`config.mk`:
```
export PLATFORM = sky130hd
export DESIGN_NAME = sorted_id_list_set_ops
export DESIGN_NICKNAME = d
export VERILOG_FILES = /design/src/sv/sisop_pkg.sv /design/src/sv/sisop_list_mem.sv /design/src/sv/sisop_merge_step.sv /design/src/sv/sorted_id_list_set_ops.sv
export VERILOG_INCLUDE_DIRS = /design/src /design/src/sv
export SDC_FILE = /design/constraint.sdc
export NUM_CORES = 2
export LEC_CHECK = 0
export ABC_CLOCK_PERIOD_IN_PS = 6700
export BUFFER_PORTS_ARGS = -buffer_cell sky130_fd_sc_hd__buf_2
export CAP_MARGIN = 20
export CORE_ASPECT_RATIO = 2
export CORE_MARGIN = 4
export CORE_UTILIZATION = 42
export CTS_BUF_LIST = sky130_fd_sc_hd__clkbuf_4 sky130_fd_sc_hd__clkbuf_8
export DETAILED_ROUTE_END_ITERATION = 6
export SLEW_MARGIN = 30
export SYNTH_ARGS = -nofsm -noshare
export SYNTH_HDL_FRONTEND = slang
export SYNTH_HIERARCHICAL = 1
export SYNTH_SLANG_ARGS = --single-unit
```
`constraint.sdc`:
```
create_clock -name clk -period 6.7 [get_ports clk]
set_input_delay 0.335 -clock clk [delete_from_list [all_inputs] [get_ports clk]]
set_output_delay 0.335 -clock clk [all_outputs]
set_load 0.02 [all_outputs]
```
`src/sv/sorted_id_list_set_ops_defines.svh`:
```
// Assertion macros for the sorted id list set operations block.
// No dependencies; included by files that carry concurrent assertions.
`ifndef SORTED_ID_LIST_SET_OPS_DEFINES_SVH
`define SORTED_ID_LIST_SET_OPS_DEFINES_SVH

// antecedent implies consequent in the same cycle
`define SISOP_ASSERT_NOW(label, clk, rst_n, ante, cons) \
	label: assert property (@(posedge clk) disable iff (!rst_n) (ante) |-> (cons)) \
		else $error("sisop assertion failed");

// antecedent implies consequent in the next cycle
`define SISOP_ASSERT_NEXT(label, clk, rst_n, ante, cons) \
	label: assert property (@(posedge clk) disable iff (!rst_n) (ante) |=> (cons)) \
		else $error("sisop assertion failed");

`endif

```
`src/sv/sisop_pkg.sv`:
```
// Shared types and codes for the sorted id list set operations block.
// No dependencies.
package sisop_pkg;

	localparam int unsigned ID_W = 32;

	typedef enum logic [1:0] {
		CMD_CLEAR  = 2'd0,
		CMD_LOAD_A = 2'd1,
		CMD_LOAD_B = 2'd2,
		CMD_RUN    = 2'd3
	} cmd_t;

	typedef enum logic [1:0] {
		OP_AND   = 2'd0,
		OP_OR    = 2'd1,
		OP_B_NOT = 2'd2,
		OP_NONE  = 2'd3
	} op_t;

	// one merge step decision
	typedef struct packed {
		logic            emit;
		logic [ID_W-1:0] id;
		logic            adv_a;
		logic            adv_b;
		logic            done;
	} step_t;

endpackage

```
`src/sv/sisop_list_mem.sv`:
```
// Single list store: one write port, one read port, registered read data.
// Depends on sisop_pkg for the id width.
module sisop_list_mem #(
	parameter int unsigned DEPTH = 32,
	parameter int unsigned IDX_W = 5
) (
	input  logic                       clk,
	input  logic                       we,
	input  logic [IDX_W-1:0]           waddr,
	input  logic [sisop_pkg::ID_W-1:0] wdata,
	input  logic [IDX_W-1:0]           raddr,
	output logic [sisop_pkg::ID_W-1:0] rdata
);

	logic [sisop_pkg::ID_W-1:0] mem [DEPTH];
	logic [sisop_pkg::ID_W-1:0] rdata_q;

	always_ff @(posedge clk) begin
		if (we) begin
			mem[waddr] <= wdata;
		end
		rdata_q <= mem[raddr];
	end

	assign rdata = rdata_q;

endmodule

```
`src/sv/sisop_merge_step.sv`:
```
// Merge step decision: compares the heads of both lists for the chosen set operation.
// Depends on sisop_pkg for op codes and the step struct.
module sisop_merge_step (
	input  sisop_pkg::op_t              op,
	input  logic                        a_more,
	input  logic                        b_more,
	input  logic [sisop_pkg::ID_W-1:0]  a_head,
	input  logic [sisop_pkg::ID_W-1:0]  b_head,
	output sisop_pkg::step_t            step
);

	logic eq;
	logic a_lt;

	assign eq   = (a_head == b_head);
	assign a_lt = (a_head < b_head);

	always_comb begin
		step = '0;
		case (op)
			sisop_pkg::OP_AND: begin
				if (a_more && b_more) begin
					step.emit  = eq;
					step.id    = a_head;
					step.adv_a = eq || a_lt;
					step.adv_b = eq || !a_lt;
				end else begin
					step.done = 1'b1;
				end
			end
			sisop_pkg::OP_OR: begin
				if (a_more && b_more) begin
					step.emit  = 1'b1;
					step.id    = (eq || a_lt) ? a_head : b_head;
					step.adv_a = eq || a_lt;
					step.adv_b = eq || !a_lt;
				end else if (a_more) begin
					step.emit  = 1'b1;
					step.id    = a_head;
					step.adv_a = 1'b1;
				end else if (b_more) begin
					step.emit  = 1'b1;
					step.id    = b_head;
					step.adv_b = 1'b1;
				end else begin
					step.done = 1'b1;
				end
			end
			sisop_pkg::OP_B_NOT: begin
				if (!b_more) begin
					step.done = 1'b1;
				end else if (!a_more) begin
					step.emit  = 1'b1;
					step.id    = b_head;
					step.adv_b = 1'b1;
				end else begin
					// b below a: keep b; equal: drop both; a below b: skip a
					step.emit  = !eq && !a_lt;
					step.id    = b_head;
					step.adv_a = eq || a_lt;
					step.adv_b = !a_lt;
				end
			end
			default: begin
				step.done = 1'b1;
			end
		endcase
	end

endmodule

```
`src/sv/sorted_id_list_set_ops.sv`:
```
// Sorted id list set operations: two list memories merged by intersection, union or B minus A.
// A run makes one merge step per cycle unless the output stalls, set by the single read port
// of each list memory. An id is held in the pending register until the next id or the end of
// the run, then moves to the output register. Throughput: one load per cycle while idle.
// Reset: counts, overflow flag and control clear asynchronously; list contents are undefined.
// Depends on sisop_pkg, sisop_list_mem, sisop_merge_step and sorted_id_list_set_ops_defines.svh.
`include "sorted_id_list_set_ops_defines.svh"

module sorted_id_list_set_ops #(
	parameter int unsigned LIST_DEPTH = 32
) (
	input  logic        clk,
	input  logic        arst_n,

	input  logic        in_valid,
	output logic        in_ready,
	input  logic [1:0]  command,
	input  logic [31:0] doc_id,
	input  logic [1:0]  set_op,

	output logic        out_valid,
	input  logic        out_ready,
	output logic [31:0] result_id,
	output logic        result_valid,
	output logic        last_of_run,
	output logic        overflow_seen
);

	localparam int unsigned IDX_W = (LIST_DEPTH > 1) ? $clog2(LIST_DEPTH) : 1;
	localparam int unsigned CNT_W = $clog2(LIST_DEPTH + 1);
	localparam int unsigned ID_W  = sisop_pkg::ID_W;

	typedef enum logic [1:0] {
		ST_IDLE = 2'b01,
		ST_RUN  = 2'b10
	} state_t;

	state_t            st_q;
	logic [CNT_W-1:0]  cnt_a_q;
	logic [CNT_W-1:0]  cnt_b_q;
	logic              ovf_q;
	logic [CNT_W-1:0]  i_q;
	logic [CNT_W-1:0]  j_q;
	logic [CNT_W-1:0]  i_nxt;
	logic [CNT_W-1:0]  j_nxt;
	sisop_pkg::op_t    op_q;
	logic              pend_vld_q;
	logic [ID_W-1:0]   pend_id_q;
	logic              out_vld_q;
	logic [ID_W-1:0]   out_id_q;
	logic              out_res_vld_q;
	logic              out_last_q;
	logic              out_ovf_q;

	logic              in_xfer;
	sisop_pkg::cmd_t   cmd;
	logic              load_a;
	logic              load_b;
	logic              a_full;
	logic              b_full;
	logic [ID_W-1:0]   a_head;
	logic [ID_W-1:0]   b_head;
	sisop_pkg::step_t  stp;
	logic              running;
	logic              out_free;
	logic              stall;
	logic              advance;
	logic              push_out;

	assign cmd      = sisop_pkg::cmd_t'(command);
	assign in_ready = (st_q == ST_IDLE);
	assign in_xfer  = in_valid && in_ready;
	assign a_full   = (cnt_a_q == CNT_W'(LIST_DEPTH));
	assign b_full   = (cnt_b_q == CNT_W'(LIST_DEPTH));
	assign load_a   = in_xfer && (cmd == sisop_pkg::CMD_LOAD_A) && !a_full;
	assign load_b   = in_xfer && (cmd == sisop_pkg::CMD_LOAD_B) && !b_full;

	sisop_list_mem #(
		.DEPTH (LIST_DEPTH),
		.IDX_W (IDX_W)
	) u_list_a (
		.clk   (clk),
		.we    (load_a),
		.waddr (cnt_a_q[IDX_W-1:0]),
		.wdata (doc_id),
		.raddr (i_nxt[IDX_W-1:0]),
		.rdata (a_head)
	);

	sisop_list_mem #(
		.DEPTH (LIST_DEPTH),
		.IDX_W (IDX_W)
	) u_list_b (
		.clk   (clk),
		.we    (load_b),
		.waddr (cnt_b_q[IDX_W-1:0]),
		.wdata (doc_id),
		.raddr (j_nxt[IDX_W-1:0]),
		.rdata (b_head)
	);

	sisop_merge_step u_step (
		.op     (op_q),
		.a_more (i_q < cnt_a_q),
		.b_more (j_q < cnt_b_q),
		.a_head (a_head),
		.b_head (b_head),
		.step   (stp)
	);

	// loads and runs are serialized by in_ready, so no read/write overlap on a list
	assign running  = (st_q == ST_RUN);
	assign out_free = !out_vld_q || out_ready;
	assign stall    = running && !out_free && ((stp.emit && pend_vld_q) || stp.done);
	assign advance  = running && !stall && !stp.done;
	assign push_out = running && !stall && ((stp.emit && pend_vld_q) || stp.done);

	always_comb begin
		i_nxt = i_q;
		j_nxt = j_q;
		if (!running) begin
			i_nxt = '0;
			j_nxt = '0;
		end else if (advance) begin
			if (stp.adv_a) begin
				i_nxt = i_q + CNT_W'(1);
			end
			if (stp.adv_b) begin
				j_nxt = j_q + CNT_W'(1);
			end
		end
	end

	always_ff @(posedge clk or negedge arst_n) begin
		if (!arst_n) begin
			st_q       <= ST_IDLE;
			cnt_a_q    <= '0;
			cnt_b_q    <= '0;
			ovf_q      <= 1'b0;
			i_q        <= '0;
			j_q        <= '0;
			pend_vld_q <= 1'b0;
			out_vld_q  <= 1'b0;
		end else begin
			i_q <= i_nxt;
			j_q <= j_nxt;
			if (in_xfer) begin
				case (cmd)
					sisop_pkg::CMD_CLEAR: begin
						cnt_a_q <= '0;
						cnt_b_q <= '0;
						ovf_q   <= 1'b0;
					end
					sisop_pkg::CMD_LOAD_A: begin
						if (a_full) begin
							ovf_q <= 1'b1;
						end else begin
							cnt_a_q <= cnt_a_q + CNT_W'(1);
						end
					end
					sisop_pkg::CMD_LOAD_B: begin
						if (b_full) begin
							ovf_q <= 1'b1;
						end else begin
							cnt_b_q <= cnt_b_q + CNT_W'(1);
						end
					end
					sisop_pkg::CMD_RUN: begin
						st_q <= ST_RUN;
					end
					default: begin
						st_q <= ST_IDLE;
					end
				endcase
			end
			if (advance && stp.emit) begin
				pend_vld_q <= 1'b1;
			end else if (running && stp.done && !stall) begin
				pend_vld_q <= 1'b0;
				st_q       <= ST_IDLE;
			end
			if (push_out) begin
				out_vld_q <= 1'b1;
			end else if (out_ready) begin
				out_vld_q <= 1'b0;
			end
		end
	end

	always_ff @(posedge clk) begin
		if (in_xfer && (cmd == sisop_pkg::CMD_RUN)) begin
			op_q <= sisop_pkg::op_t'(set_op);
		end
		if (advance && stp.emit) begin
			pend_id_q <= stp.id;
		end
		if (push_out) begin
			out_id_q      <= pend_vld_q ? pend_id_q : '0;
			out_res_vld_q <= pend_vld_q;
			out_last_q    <= stp.done;
			out_ovf_q     <= ovf_q;
		end
	end

	assign out_valid     = out_vld_q;
	assign result_id     = out_id_q;
	assign result_valid  = out_res_vld_q;
	assign last_of_run   = out_last_q;
	assign overflow_seen = out_ovf_q;

	`SISOP_ASSERT_NOW(a_idle_no_pending, clk, arst_n, st_q == ST_IDLE, !pend_vld_q)
	`SISOP_ASSERT_NOW(a_walk_in_range, clk, arst_n, running,
		(i_q <= cnt_a_q) && (j_q <= cnt_b_q))
	`SISOP_ASSERT_NEXT(a_counts_hold_in_run, clk, arst_n, running,
		$stable(cnt_a_q) && $stable(cnt_b_q))
	`SISOP_ASSERT_NOW(a_empty_is_last, clk, arst_n, out_vld_q && !out_res_vld_q, out_last_q)

endmodule

```
# After elaboration in Yosys (flattened, before gate mapping)
# Memories as Yosys holds them, arrays and structs flattened. A register that Yosys moved wholly into a read port is not among the register bits.
# Index checks and enable logic that the tools add are counted.
dict set report word_totals {
  ff_bits 98
  mem_bits_rw 2048
  input_bits 40
  output_inout_bits 37
  wordCells 125
  n_memories 2
}
# name depth width rd rd_clocked_by_memory_dff wr line_no
set memory_table {}
lappend memory_table {u_list_a.mem 32 32 1 1 1 sisop_list_mem.sv:15} ;# logic [sisop_pkg::ID_W-1:0] mem [DEPTH];
lappend memory_table {u_list_b.mem 32 32 1 1 1 sisop_list_mem.sv:15}
dict set report op_classes {
  addsub 4
  order_cmp 3
  eq_ne 17
  n_mux 42
  n_reduce_logical 41
}
# operator count
set op_table {}
lappend op_table {{$mux 35} 3}
lappend op_table {{$pmux 35 s3} 1}
lappend op_table {{$mux 33} 3}
lappend op_table {{$mux 6} 8}
lappend op_table {{$eq 32x32->1} 1}
lappend op_table {{$lt 32x32->1} 1}
lappend op_table {{$mux 32} 1}
lappend op_table {{$add 6x1->6 const B} 4}
lappend op_table {{$pmux 6 s2} 2}
lappend op_table {{$logic_and 1x1->1} 17}
lappend op_table {{$mux 1} 17}
lappend op_table {{$eq 6x6->1 const B} 2}
lappend op_table {{$lt 6x6->1} 2}
lappend op_table {{$ne 2x2->1 const B} 6}
lappend op_table {{$mux 2} 5}
lappend op_table {{$eq 2x2->1 const B} 4}
lappend op_table {{$logic_not 1->1} 8}
lappend op_table {{$reduce_bool 2->1} 4}
lappend op_table {{$eq 2x1->1 const B} 3}
lappend op_table {{$pmux 1 s3} 2}
lappend op_table {{$reduce_and 3->1} 2}
lappend op_table {{$logic_not 2->1} 2}
lappend op_table {{$logic_or 1x1->1} 4}
lappend op_table {{$reduce_and 2->1} 2}
lappend op_table {{other kinds (3)} 3}

# Longest topological paths before layout
dict set report logic_depth {
  word_depth 14
  depth_mapped 24
  ltp_nobuf 19
}

# Modules after synthesis
# The synthesis kept the hierarchy.
# module n_inst cells_each area_each_um2 seq_area_each_um2
set by_module_without_submodules {}
lappend by_module_without_submodules {sisop_list_mem 2 2260 40485.1 31390.1}
lappend by_module_without_submodules {sorted_id_list_set_ops 1 314 4192.8 2798.9}
lappend by_module_without_submodules {sisop_merge_step 1 257 1816.7 0.0}

# Worst setup path after synthesis
# Ideal clock, no wire load.
dict set report synth_path {
  path_kind {reg2reg}
  from {register cnt_b_q[3]}
  to {register u_list_b.rdata_q, in the netlist u_list_b/rdata[25], read port of u_list_b.mem}
  setup_ps 124
  arrival_ps 4279
  required_time_ps 6576
  setup_slack_ps 2297
  path_stages_with_launch 25
  n_path_buf 6
  period_less_slack_ps 4403
  path_cell_list {dfrtp_1 inv_1 ha_1 a21oi_1 o21ai_0 a31oi_1 clkbuf_1 clkbuf_1 o21ai_0 nor2_1 nor2_1 nor2_1 clkinv_1 and4bb_2 nand2_1 xor2_1 nor2_1 buf_4 buf_6 buf_6 buf_6 mux2i_1 a22oi_1 a31oi_1 nand3_1}
}
# item line_no
set synth_lines {}
lappend synth_lines {{start, declared} sorted_id_list_set_ops.sv:40} ;# logic [CNT_W-1:0] cnt_b_q;
lappend synth_lines {{start signal, assigned} sorted_id_list_set_ops.sv:165} ;# cnt_b_q <= cnt_b_q + CNT_W'(1);
lappend synth_lines {{end, declared} sisop_list_mem.sv:16} ;# logic [sisop_pkg::ID_W-1:0] rdata_q;

==> results.ini <==
[cts]
cts_root_buf=clkbuf_8
cts_tree=yes
clock_latency_ns=0.95
cts_setup_buffers=0
cts.sinks=2210
htreeDepth=5
clk_pin_slew_ns=0.07
cts_made_buffers=303
cts_buffer_depth=4

[min_path]
worstHoldPathType=primary input to flip-flop
hold_start=doc_id[19]

[power]
power_w=0.0262
vdd_ir_drop_max_uv=133
p_int_w=0.0209
power_leakage_nw=29.9
power_frac_comb=0.010
seqPwrFrac=0.578
p_switching_w=0.00526
powerDensity_nw_per_um2=267
swShare=0.201
p_clk_frac=0.413

[grt]
grt_pass1_wl_um=335000
grt_max_degree=81
overflow=0
grt_pass1_vias=48700
grt_usage=0.214
antenna_found_initial=11

[die]
initial_core_util=0.421
fp.dieW_um=330
io_pins=77
die_h_um=652
fp.coreArea_um2=206000
fp.dieArea_um2=215000
rows=236

[detailed_routing]
vias=47500
drt.antenna.violating_nets=0
wl_per_cell_um=27.9
drc=0
drt-pass1-iter-count=5
dr.first_iter.drc_count=3634
routed_wl_um=234000
vias_per_cell=5.66

[sta]
rsz0062_at_grt=no
skew_ns=0.0526
tightest_slew_ns=0.979
fin_crit_sh=0.947
timing_hold_violations_final=0
drv_slew=0
slew_headroom=0.345
max_freq_ghz=0.158
finalCriticalPeriod_ns=6.34
setup-violations-final=0
setup_tns_ns=0

[worst_setup_path]
crit_path_end_kind=flip-flop
arrival_ns=7.00
worstPathMaxFanout=80
crit_path_start=cnt_b_q[3]
critPathKind=flip-flop to flip-flop
rrSetupSlack_ns=0.36
crit_path_start_kind=flip-flop
r2r_start=cnt_b_q[3]
cp.required_ns=7.36

[final_layout]
final_util=0.476
final_nets=5497
drive_above_1_share=0.153
area_growth_pct=12.9

[yosys]
postSynthAreaPerCell_um2=17.1
synth_top_family_by_area=multiplexers
synth_top_area_cell=edfxtp_1
synth_area_leaders=edfxtp_1 (73%), mux2i_1 (12%), a22oi_1 (1.7%)
synth_flop_cell=edfxtp_1
synth_common_cells=edfxtp_1 (2117), mux2i_1 (1027), a21oi_1 (237)
yosysUniqueCellTypes=68
ys.warnings.count=6
seq_area_frac_synth=0.754
yosysMostFrequentCell=edfxtp_1
async_reset_ff_frac=0.0131
synth-simple-area-share=0.0392
synth-seq-cells=2210
netlist_area_um2=87000
synth_edf_count=2117
synth-compound-area-share=0.0592
synth_xor_area_frac=0.000604
synthCells=5091
synth_nets=5184
muxShareOfSynthArea=0.118
synthAdderAreaFrac=0.00762
yosysTopAreaCellShare=0.731

[outcome]
outcome=finished, final reports clean

[placement]
routabilityCongestion=0.841
io_buffers=76
dpl.hpwl_um=140000

[flow_run]
maxCapViolCount=0

[final timing paths]
| path | to | cells past startpoint |
|---|---|---|
| max | u_list_b/rdata[12] | 18 |
| min | u_list_a/mem[17][19] | 2 |
| max reg2reg | u_list_b/rdata[12] | 18 |
| min reg2reg | overflow_seen | 0 |
| max in group asynchronous | i_q[5] | 2 |
| min in group asynchronous | j_q[0] | 2 |
[stage by stage]
step	instance area [um2]	worst slack (ns)	hold slack, ns	instances
after floorplan	87000	2.30	0.0394	5091
after global placement	91400	0.154	0.440	7802
after detailed placement	91500	0.0611	0.440	7803
after CTS	98000	0.259	0.0205	8368
after global routing	98200	0.00588	0.0698	8382
final	98200	0.357	0.0624	8386
[power groups by stage]
stage / combinational (W) / sequential, W / clock, W
finish: 0.000252 / 0.0151 / 0.0108
global route: 0.000280 / 0.0151 / 0.0116
CTS: 0.000252 / 0.0151 / 0.0110
detailed placement: 0.000239 / 0.0154 / 0
global placement: 0.000221 / 0.0154 / 0
floorplan: 0.0000148 / 0.0154 / 0
[sequential cells by signal, indices dropped and copies added, names as in the netlist]
signal	cells
u_list_a/mem	1024
u_list_b/mem	1024
pend_id_q	32
result_id	32
u_list_a/rdata	32
u_list_b/rdata	32
cnt_a_q	6
cnt_b_q	6
i_q	6
j_q	6
op_q	2
st_q	2
last_of_run	1
out_valid	1
overflow_seen	1
ovf_q	1
pend_vld_q	1
result_valid	1
[cell usage in the layout (no fill, tap or decap), types with 54 or more instances in the layout]
cell type and count:
nand3_1 215, dfxtp_1 64, nor3_1 74, edfxtp_1 2117
a22o_1 135, clkbuf_8 330, nand2_1 223, buf_4 162
clkbuf_4 81, mux2i_1 1027, a31oi_1 72, a21oi_1 237
nor2_4 69, a22oi_1 192, buf_2 54
[timing repair]
action,in CTS,in global routing
hold buffers,23,9
endpoints found under the setup margin,1,3
endpoints found under the hold margin,881,461
resized for setup,1,2
[kinds of logic after synthesis]
logic type,after synthesis
XOR/XNOR,6
multiplexers,1028
buffers and inverters,329
AND/OR/NAND/NOR,722
flip-flops,2210
adder cells (fa/ha/maj),53
AO/OA/AOI/OAI,743
[worst max-delay path: stages (launching register included)]
cell and delay, ns:
dfrtp_1 0.66, inv_1 0.16, ha_1 0.34, a21oi_1 0.12, o21ai_0 0.16, a31oi_4 0.55
nand2b_1 0.21, nor2_2 0.34, o2bb2ai_1 0.23, nand4b_1 0.47, nand2_1 0.39, xor2_1 0.15
nor2_4 0.41, buf_16 0.46, mux2i_1 0.27, a22o_1 0.16, nor3_1 0.05, a31oi_1 0.35
nand3_1 0.45
[area by class of cell]
| type | instances | area, um2 |
|---|---|---|
| Clock inverter | 131 | 1140 |
| Antenna cell | 8 | 20.0 |
| Fill cell | 17300 | 108000 |
| Sequential cell | 2210 | 65600 |
| Timing Repair Buffer | 283 | 2510 |
| Clock buffer | 411 | 5150 |
| Tap cell | 2737 | 3420 |
| Inverter | 54 | 203 |
| Multi-Input combinational cell | 2552 | 20100 |
[metal layers]
layer  track usage  up-vias  part of all wire
li1              -    20700                 -
met1         0.241    24800              0.36
met2         0.405     1507              0.55
met3        0.0272      458             0.045
met4        0.0859        4             0.042
met5             0        -           0.00013
Note: power is estimated with default switching activity, not from simulation.
